$ cat src/rtl/wblm_pkg.sv
// shared types and helpers for the word box line merger
// box and event structs, saturating edge sum; no dependencies
package wblm_pkg;

  localparam int COORD_WIDTH = 16;
  localparam int BOX_W       = 4 * COORD_WIDTH;
  localparam int QUEUE_DEPTH = 2;

  typedef logic [COORD_WIDTH-1:0] coord_t;

  // x in the lowest bits
  typedef struct packed {
    coord_t h;
    coord_t w;
    coord_t y;
    coord_t x;
  } box_t;

  // results caused by one word
  typedef struct packed {
    logic close_vld;
    box_t close_box;
    logic last_vld;
    box_t last_box;
  } event_t;

  function automatic coord_t sat_add(coord_t a, coord_t b);
    logic [COORD_WIDTH:0] s;
    s = {1'b0, a} + {1'b0, b};
    return s[COORD_WIDTH] ? {COORD_WIDTH{1'b1}} : s[COORD_WIDTH-1:0];
  endfunction

endpackage

$ cat src/rtl/wblm_front.sv
// front end: accepts words, decides join or break, keeps line state
// produces one event per word that causes results; uses wblm_pkg
module wblm_front (
  input  logic          clk,
  input  logic          rst_n,
  input  logic          word_vld,
  input  wblm_pkg::box_t word_box,
  input  logic          word_last,
  input  logic          q_full,
  output logic          word_rdy,
  output logic          ev_push,
  output wblm_pkg::event_t ev
);
  import wblm_pkg::*;

  box_t   prev_r, prev_nxt;
  box_t   line_r, line_nxt;
  logic   open_r, open_nxt;

  box_t   uni;
  coord_t prev_bot, cur_bot, prev_rt, thresh;
  coord_t a_rt, b_rt, a_bot, b_bot, rx, ry, rr, rb;
  logic [COORD_WIDTH:0] gap;
  logic   overlap, join_ok, accept;

  assign word_rdy = !q_full;
  assign accept   = word_vld && word_rdy;

  always_comb begin
    prev_bot = sat_add(prev_r.y, prev_r.h);
    cur_bot  = sat_add(word_box.y, word_box.h);
    prev_rt  = sat_add(prev_r.x, prev_r.w);
    overlap  = (word_box.y <= prev_r.y && cur_bot > prev_r.y) ||
               (prev_r.y <= word_box.y && prev_bot > word_box.y);
    gap      = {1'b0, word_box.x} - {1'b0, prev_rt};
    thresh   = (word_box.h < prev_r.h) ? word_box.h : prev_r.h;
    join_ok  = open_r && overlap && (word_box.x > prev_rt) &&
               (gap[COORD_WIDTH-1:0] < thresh);

    // rectangle union of open line and word
    a_rt  = sat_add(line_r.x, line_r.w);
    b_rt  = sat_add(word_box.x, word_box.w);
    a_bot = sat_add(line_r.y, line_r.h);
    b_bot = cur_bot;
    rx    = (line_r.x < word_box.x) ? line_r.x : word_box.x;
    ry    = (line_r.y < word_box.y) ? line_r.y : word_box.y;
    rr    = (a_rt > b_rt) ? a_rt : b_rt;
    rb    = (a_bot > b_bot) ? a_bot : b_bot;
    if (line_r.w == '0 || line_r.h == '0) begin
      uni = word_box;
    end else if (word_box.w == '0 || word_box.h == '0) begin
      uni = line_r;
    end else begin
      uni.x = rx;
      uni.y = ry;
      uni.w = rr - rx;
      uni.h = rb - ry;
    end

    prev_nxt = prev_r;
    line_nxt = line_r;
    open_nxt = open_r;
    ev.close_vld = 1'b0;
    ev.close_box = line_r;
    ev.last_vld  = 1'b0;
    if (accept) begin
      prev_nxt = word_box;
      if (join_ok) begin
        line_nxt = uni;
      end else begin
        ev.close_vld = open_r;
        line_nxt     = word_box;
        open_nxt     = 1'b1;
      end
      if (word_last) begin
        ev.last_vld = 1'b1;
        open_nxt    = 1'b0;
      end
    end
    ev.last_box = line_nxt;
    ev_push     = ev.close_vld || ev.last_vld;
  end

  always_ff @(posedge clk) begin
    if (!rst_n) begin
      prev_r <= '0;
      line_r <= '0;
      open_r <= 1'b0;
    end else begin
      prev_r <= prev_nxt;
      line_r <= line_nxt;
      open_r <= open_nxt;
    end
  end

endmodule

$ cat src/rtl/wblm_queue.sv
// short event queue between front and back ends
// register array with read and write pointers; uses wblm_pkg
module wblm_queue (
  input  logic          clk,
  input  logic          rst_n,
  input  logic          push,
  input  wblm_pkg::event_t push_ev,
  input  logic          pop,
  output logic          full,
  output logic          empty,
  output wblm_pkg::event_t head
);
  import wblm_pkg::*;

  localparam int PTR_W = $clog2(QUEUE_DEPTH);

  event_t             mem [QUEUE_DEPTH];
  logic [PTR_W-1:0]   wr_r, rd_r;
  logic [PTR_W:0]     cnt_r;

  assign full  = (cnt_r == (PTR_W+1)'(QUEUE_DEPTH));
  assign empty = (cnt_r == '0);
  assign head  = mem[rd_r];

  always_ff @(posedge clk) begin
    if (push) begin
      mem[wr_r] <= push_ev;
    end
  end

  always_ff @(posedge clk) begin
    if (!rst_n) begin
      wr_r  <= '0;
      rd_r  <= '0;
      cnt_r <= '0;
    end else begin
      if (push) begin
        wr_r <= (wr_r == PTR_W'(QUEUE_DEPTH-1)) ? '0 : wr_r + 1'b1;
      end
      if (pop) begin
        rd_r <= (rd_r == PTR_W'(QUEUE_DEPTH-1)) ? '0 : rd_r + 1'b1;
      end
      if (push && !pop) begin
        cnt_r <= cnt_r + 1'b1;
      end else if (pop && !push) begin
        cnt_r <= cnt_r - 1'b1;
      end
    end
  end

endmodule

$ cat src/rtl/wblm_back.sv
// back end: expands events into line results through an output register
// closed line first, then the last line; uses wblm_pkg
module wblm_back (
  input  logic          clk,
  input  logic          rst_n,
  input  logic          q_empty,
  input  wblm_pkg::event_t head,
  output logic          pop,
  output logic          out_vld,
  output wblm_pkg::box_t out_box,
  output logic          out_last,
  input  logic          out_rdy
);
  import wblm_pkg::*;

  logic vld_r, vld_nxt;
  box_t box_r, box_nxt;
  logic last_r, last_nxt;
  logic sub_r, sub_nxt;
  logic load;

  assign out_vld  = vld_r;
  assign out_box  = box_r;
  assign out_last = last_r;

  always_comb begin
    load     = !q_empty && (!vld_r || out_rdy);
    vld_nxt  = vld_r && !out_rdy;
    box_nxt  = box_r;
    last_nxt = last_r;
    sub_nxt  = sub_r;
    pop      = 1'b0;
    if (load) begin
      vld_nxt = 1'b1;
      if (head.close_vld && !sub_r) begin
        box_nxt  = head.close_box;
        last_nxt = 1'b0;
        if (head.last_vld) begin
          sub_nxt = 1'b1;
        end else begin
          pop = 1'b1;
        end
      end else begin
        box_nxt  = head.last_box;
        last_nxt = 1'b1;
        sub_nxt  = 1'b0;
        pop      = 1'b1;
      end
    end
  end

  always_ff @(posedge clk) begin
    if (!rst_n) begin
      vld_r <= 1'b0;
      sub_r <= 1'b0;
    end else begin
      vld_r <= vld_nxt;
      sub_r <= sub_nxt;
    end
    box_r  <= box_nxt;
    last_r <= last_nxt;
  end

endmodule

$ cat src/rtl/word_box_line_merger_top.sv
// top level of the word box line merger
// instantiates wblm_front, wblm_queue and wblm_back; uses wblm_pkg
//
// words enter on the in_ stream in reading order, line boxes leave on the out_ stream.
// a word is either merged into the open line or closes it and starts a new one;
// in_tlast closes the page and emits the open line with out_tlast set.
// the front end decides each word in the cycle it is accepted, so one word per
// cycle is taken as long as the two-entry event queue has room.
// a line passes from the word that causes it through the event queue into the output
// register. a word that both breaks a line and is last yields two transactions
// on out_, one per cycle while out_tready holds high, via the single output register.
// when the receiver stalls, out_ holds its transaction, the queue fills and then
// in_tready drops. reset clears line state, the queue and the output valid.
module word_box_line_merger_top (
  input  logic                          clk,
  input  logic                          rst_n,
  input  logic                          in_tvalid,
  output logic                          in_tready,
  input  logic [wblm_pkg::BOX_W-1:0]    in_tdata,  // word_x, word_y, word_w, word_h
  input  logic                          in_tlast,  // word_last
  output logic                          out_tvalid,
  input  logic                          out_tready,
  output logic [wblm_pkg::BOX_W-1:0]    out_tdata, // line_x, line_y, line_w, line_h
  output logic                          out_tlast  // line_last
);
  import wblm_pkg::*;

  logic   q_full, q_empty, ev_push, pop;
  event_t ev, head;
  box_t   out_box;

  wblm_front u_front (
    .clk       (clk),
    .rst_n     (rst_n),
    .word_vld  (in_tvalid),
    .word_box  (box_t'(in_tdata)),
    .word_last (in_tlast),
    .q_full    (q_full),
    .word_rdy  (in_tready),
    .ev_push   (ev_push),
    .ev        (ev)
  );

  wblm_queue u_queue (
    .clk     (clk),
    .rst_n   (rst_n),
    .push    (ev_push),
    .push_ev (ev),
    .pop     (pop),
    .full    (q_full),
    .empty   (q_empty),
    .head    (head)
  );

  wblm_back u_back (
    .clk      (clk),
    .rst_n    (rst_n),
    .q_empty  (q_empty),
    .head     (head),
    .pop      (pop),
    .out_vld  (out_tvalid),
    .out_box  (out_box),
    .out_last (out_tlast),
    .out_rdy  (out_tready)
  );

  assign out_tdata = out_box;

endmodule
$ cat config.mk
export PLATFORM = sky130hd
export DESIGN_NAME = word_box_line_merger_top
export DESIGN_NICKNAME = d
export VERILOG_FILES = /design/src/rtl/wblm_pkg.sv /design/src/rtl/wblm_front.sv /design/src/rtl/wblm_queue.sv /design/src/rtl/wblm_back.sv /design/src/rtl/word_box_line_merger_top.sv
export SDC_FILE = /design/constraint.sdc
export NUM_CORES = 1
export LEC_CHECK = 0
export ABC_AREA = 1
export BUFFER_PORTS_ARGS = -buffer_cell sky130_fd_sc_hd__buf_2
export CAP_MARGIN = 20
export CORE_MARGIN = 3
export CORE_UTILIZATION = 45
export DETAILED_ROUTE_END_ITERATION = 6
export GPL_ROUTABILITY_DRIVEN = 0
export PLACE_DENSITY = 0.72
export SYNTH_ARGS = -nofsm -noshare
export SYNTH_HDL_FRONTEND = slang
export SYNTH_SLANG_ARGS = --single-unit
$ cat constraint.sdc
create_clock -name clk -period 16.1 [get_ports clk]
set_clock_uncertainty 0.1 [all_clocks]
set_input_delay 3.22 -clock clk [delete_from_list [all_inputs] [get_ports clk]]
set_output_delay 3.22 -clock clk [all_outputs]
set_load 0.02 [all_outputs]
Word level (Yosys, flattened, before mapping)
Memories as Yosys holds them, arrays and structs flattened. A register that Yosys moved wholly into a read port is not among the register bits.
Index checks and enable logic that the tools add are counted.
- add/sub/neg operators: 13
- multipliers: 0
- divide/modulo/power cells: 0
- order comparisons: 11
- eq/ne operators: 3
- shifts and indexed selects: 0
- multiplexer cells: 37
- bitwise gates (word level): 0
- reductions and logical operators: 31
- operators with widths (kind ; count):
    $mux 64 ; 5
    $mux 16 ; 11
    $add 16x16->17 ; 6
    $gt 16x16->1 ; 5
    $logic_not 16->1 ; 4
    $lt 16x16->1 ; 4
    $sub 16x16->16 ; 3
    $le 16x16->1 ; 2
    $mux 1 ; 19
    $logic_and 1x1->1 ; 11
    $logic_not 1->1 ; 7
    $logic_or 1x1->1 ; 5
    $mux 2 ; 2
    $ne 2x2->1 const B ; 2
    $reduce_and 2->1 ; 2
    $add 1x1->1 const B ; 2
    $add 2x1->2 const B ; 1
    $eq 2x2->1 const B ; 1
    $logic_not 2->1 ; 1
    $reduce_bool 2->1 ; 1
    $sub 2x1->2 const B ; 1
- register bits after elaboration: 200
- bits in latches: 0
- memory bits (writable): 260
- memory bits (read-only): 0
- output and inout bits: 67
- logic and storage cells: 115
- memories: 1
- memories (memory ; depth ; bits a word ; read ports ; clocked after memory_dff ; wr ports ; line ; text):
    u_queue.mem ; 2 ; 130 ; 1 ; 1 ; 1 ; wblm_queue.sv:17 ; event_t mem [QUEUE_DEPTH];

Logic depth before layout (Yosys ltp)
- depth in word-level cells: 15
- mapped depth: 45
- mapped depth without buffers: 43

Cells and area by module
A second synthesis with hierarchy kept.
- cells, all modules: 3657
- area, all modules: 30494.2 µm²
- by module, submodules not included (module ; instances ; cells an instance ; area each (µm²) ; seq. area each (µm²)):
    wblm_front ; 1 ; 2924 ; 17783.3 ; 2582.5
    wblm_queue ; 1 ; 439 ; 9634.2 ; 7907.6
    wblm_back ; 1 ; 294 ; 3076.7 ; 1991.9

Worst setup path before layout
OpenSTA, ideal clock, no wires.
- path type: input port to flip-flop
- from: input in_tdata[16] in the netlist's numbering
- to: memory u_queue.mem[0][0] in the netlist's numbering (enable)
- setup time: 0.662 ns
- arrival: 12.442 ns
- required time: 15.338 ns
- setup slack: 2.895 ns
- stages on the path: 24
- cell sequence: ha_1 -> fa_1 -> nand3_1 -> nand2_1 -> nand2_1 -> nand2_1 -> a31oi_1 -> o21ai_0 -> nand3_1 -> a21oi_1 -> nor3_1 -> inv_1 -> ha_1 -> nand4_1 -> nor3_1 -> nand3_1 -> nand3_1 -> o21ai_1 -> nand2_1 -> nor2_8 -> nand2_4 -> buf_6 -> nand3_2 -> a21oi_1
- longest elaborated chain between the ends: 13
- elaborated cells between the ends (all ways): 17
- those cells by class: add/sub (1); order compare (4); mux (5); reduce/logical (7)
- ends and longest elaborated chain (item ; line ; text):
    start, declared ; word_box_line_merger_top.sv:19 ; input logic [wblm_pkg::BOX_W-1:0] in_tdata,
    $add 16x16->17 ; wblm_pkg.sv:29 ; s = {1'b0, a} + {1'b0, b};
    $mux 16 ; wblm_pkg.sv:30 ; return s[COORD_WIDTH] ? {COORD_WIDTH{1'b1}} : s[COORD_WIDTH-1:0];
    $gt 16x16->1 ; wblm_front.sv:33 ; overlap = (word_box.y <= prev_r.y && cur_bot > prev_r.y) ||
    $logic_and 1x1->1 ; wblm_front.sv:33 ;
    $logic_or 1x1->1 * ; wblm_front.sv:33 ;
    $logic_and 1x1->1 * (3 in a row) ; wblm_front.sv:37 ; join_ok = open_r && overlap && (word_box.x > prev_rt) &&
    $mux 1 * ; wblm_front.sv:68 ; if (join_ok) begin
    $mux 1 * ; wblm_front.sv:66 ; if (accept) begin
    $logic_or 1x1->1 * ; wblm_front.sv:81 ; ev_push = ev.close_vld || ev.last_vld;
    $mux 1 * ; wblm_queue.sv:26 ; if (push) begin
    $mux 1 (implied by the code) * ; wblm_queue.sv:27 ; mem[wr_r] <= push_ev;
    end, declared ; wblm_queue.sv:17 ;
Mark *: on every way between the ends. The rest lies on a longest branch, timed or not.

Worst setup path after layout
- from: input in_tdata[16] in the netlist's numbering
- to: memory u_queue.mem[1][8] in the netlist's numbering (enable)
Same word-level chain as after synthesis.

==> impl_metrics.toml <==
[timing]
final_hold_viol_count = 0
slew_headroom = 0.241
fin_tns_setup_ps = 0
fin_hold_ws_ps = 378
rsz0062_at_grt = "false"
fin_crit_ps = 9390
setup_viol = 0
drv_slew = 0
fmax_mhz = 107
worstMarginPinSlew_ps = 1140
setup_ws_ps = 6710
fin_crit_sh = 0.583

[detailed_routing]
routed.top_layer = "met5"
drcViolationCount = 0
num_vias = 25400
wl_met2_um = 36000
antenna_left = 0
viasPerCell = 5.59
wire_per_inst_um = 18.8
dr_wl_met3_um = 7770
dr.first_iter.drc_count = 2307
first_pass_iters = 6
wl_um = 85100
met1_length_um = 37700

[setup_path]
startpoint_type = "input pin"
worstReg2RegStart = "u_front.prev_r[32]"
crit_fanout = 67
worstSetupEndpointType = "flop"
rr_worst_depth = 37
r2r-end = "u_queue.mem[1][8]"
worstPathRequired_ps = 16230
path_class = "in -> reg"
cp.arrival_ps = 9520
r2r_setup_slack_ps = 7350
cpMaxStageDelayCell = "nor2_8"
slowest_delay_ps = 850
cp_common_cell = "nand2_1"

[layout]
drive_gt1_frac = 0.111
area_delta_synth_final_pct = 9.89
layout_common_cells = "nand2_1, o21ai_0, edfxtp_1"
final_cell_area_um2 = 33000
nets = 3990
nFillCells = 6093
final_common_cell = "nand2_1"

[grt]
grt_max_degree = 96
grt_pass1_vias = 23200
grt_remaining_overflow = 0
grt_pass1_wl_um = 131000
antenna_found_initial = 2
grtUsageTotal = 0.238

[worst_hold_path]
min_path_type = "reg -> reg"
holdCritStartpoint = "u_queue.rd_r"
whs_path_depth = 2

[cts]
cts_tree = "yes"
clkTransAtPathRegs_ps = 60
cts.sinks = 461
root_buffer = "clkbuf_16"
cts_hold_buf = 0
worstSkewPairLatency_ps = 620
cts_made_buffers = 48
cts_setup_buffers = 0
ctsResizeCount = 0
h-tree-depth = 2
clock_path_buffers = 3

[yosys]
syn_area_um2 = 30000
syn_area_per_cell_um2 = 8.43
synth_compound_area_frac = 0.154
synth_xor_area_frac = 0.0216
synth_nets = 3925
ys_ff_latch = 461
synth_fa_ha_area_frac = 0.124
async_reset_ff_frac = 0
postSynthCellCount = 3564
synthSimpleGateAreaFrac = 0.200
ys_warn_count = 0
synth_top_family_by_area = "simple AND/OR/NAND/NOR gates"
ys_seq_area_frac = 0.416
ys.flop_type = "edfxtp_1"
synth_enable_flop_cells = 325
synth_mux_area_frac = 0.0230
netlist-cell-type-count = 59

[power_and_ir_drop]
powerDensity_nw_per_um2 = 169
power.internal_mw = 3.23
netSwitchingFraction = 0.422
p_sw_mw = 2.36
p_leak_nw = 14.4
combPwrFrac = 0.470
fin_total_pwr_mw = 5.59
ir_drop_mv = 0.108
seqPwrFrac = 0.317
p_clk_frac = 0.213

[floorplan]
pin_count = 136
core_area_um2 = 66000
fp.dieArea_um2 = 69900
dieHeight_um = 264
start_util = 0.455
num_rows = 94
die_x_um = 264

[placement]
port_buffers = 135
place_area_um2 = 31300
dpl.hpwl_um = 62500
pre_cts_ws_ps = 6170

[run_status]
outcome = "finished clean"

[flow_run]
cap_violations = 0
-- metrics by stage --
stage          std cells   util
2_1_floorplan       3564      -
3_3_place_gp        4442  0.474
3_5_place_dp        4442  0.474
4_1_cts             4532  0.500
5_1_grt             4533  0.500
6_report            4534  0.500
-- cell type report --
cell class / instances / area [um^2] / share of cell area
Multi-Input combinational cell: 2654 / 15700 / 0.477
Sequential cell: 461 / 12500 / 0.378
Clock buffer: 63 / 1320 / 0.0400
Inverter: 308 / 1160 / 0.0351
Tap cell: 864 / 1080 / 0.0328
Timing Repair Buffer: 156 / 853 / 0.0259
Clock inverter: 27 / 372 / 0.0113
Antenna cell: 1 / 2.50 / 0.0000758
-- flip-flops by register name, summed over array words and instances (netlist names), named ones only --
| register | count |
|---|---|
| u_back.out_box | 64 |
| u_back.out_last | 1 |
| u_back.out_vld | 1 |
| u_back.sub_r | 1 |
| u_front.ev | 64 |
| u_front.open_r | 1 |
| u_front.prev_r | 64 |
| u_queue.cnt_r | 2 |
| u_queue.mem | 260 |
| u_queue.rd_r | 1 |
| u_queue.wr_r | 1 |
-- critical path: cells and delay by family --
| kind | cells | cell delay (ps) |
|---|---|---|
| buf+inv | 4 | 1150 |
| simple gates | 15 | 3390 |
| fa+ha+maj | 3 | 980 |
| compound gates | 5 | 680 |
-- power groups by stage --
| stage | logic [mW] | registers [mW] | clock network (mW) |
|---|---|---|---|
| after global routing | 2.94 | 1.80 | 1.25 |
| final | 2.62 | 1.77 | 1.19 |
| after CTS | 2.61 | 1.77 | 1.21 |
| after detailed placement | 2.59 | 1.80 | 0 |
| after global placement | 2.55 | 1.79 | 0 |
| after floorplan | 1.79 | 1.88 | 0 |
-- cells in the mapped netlist (8+ instances only) --
cell / number / area, um^2
xor2_1: 42 / 368
o21a_1: 10 / 75.1
nor4_1: 16 / 100
a21o_1: 10 / 75.1
o21bai_1: 9 / 67.6
o21ai_0: 334 / 1670
clkbuf_1: 92 / 345
buf_1: 10 / 37.5
a21oi_1: 290 / 1450
buf_2: 19 / 95.1
nand4_1: 48 / 300
inv_1: 302 / 1130
fa_1: 9 / 180
o21ai_1: 17 / 85.1
nor2_1: 156 / 586
edfxtp_1: 325 / 9760
ha_1: 283 / 3540
nor3_1: 20 / 100
buf_6: 8 / 90.1
nand2_1: 902 / 3390
nand3_1: 129 / 646
mux2i_1: 69 / 691
nand3_2: 16 / 160
dfxtp_1: 136 / 2720
a21oi_2: 38 / 333
xnor2_1: 32 / 280
o211ai_1: 66 / 495
a31oi_1: 22 / 138
or2_2: 91 / 569
-- layer usage --
metal  up-vias  track usage
li1      12400            -
met1     11700        0.342
met2      1045        0.358
met3       175       0.0393
met4         2       0.0963
met5         -            0
-- cells by family after synthesis --
group | count (synthesis)
simple gates | 1398
compound gates | 821
mux | 69
buf+inv | 449
flops | 461
fa+ha+maj | 292
xor+xnor | 74
-- how the worst max path moves through the flow --
stage | start | slack, ps | endpoint
finish | in_tdata[16] | 6710 | u_queue.mem[1][8]
global route | in_tdata[2] | 6290 | u_queue.mem[1][8]
CTS | in_tdata[16] | 6800 | u_queue.mem[1][112]
detailed placement | in_tdata[16] | 6170 | u_queue.mem[1][5]
global placement | in_tdata[16] | 6290 | u_queue.mem[1][70]
floorplan | in_tdata[16] | 2900 | u_queue.mem[0][0]
No activity file was read; power rests on OpenSTA's default activity.
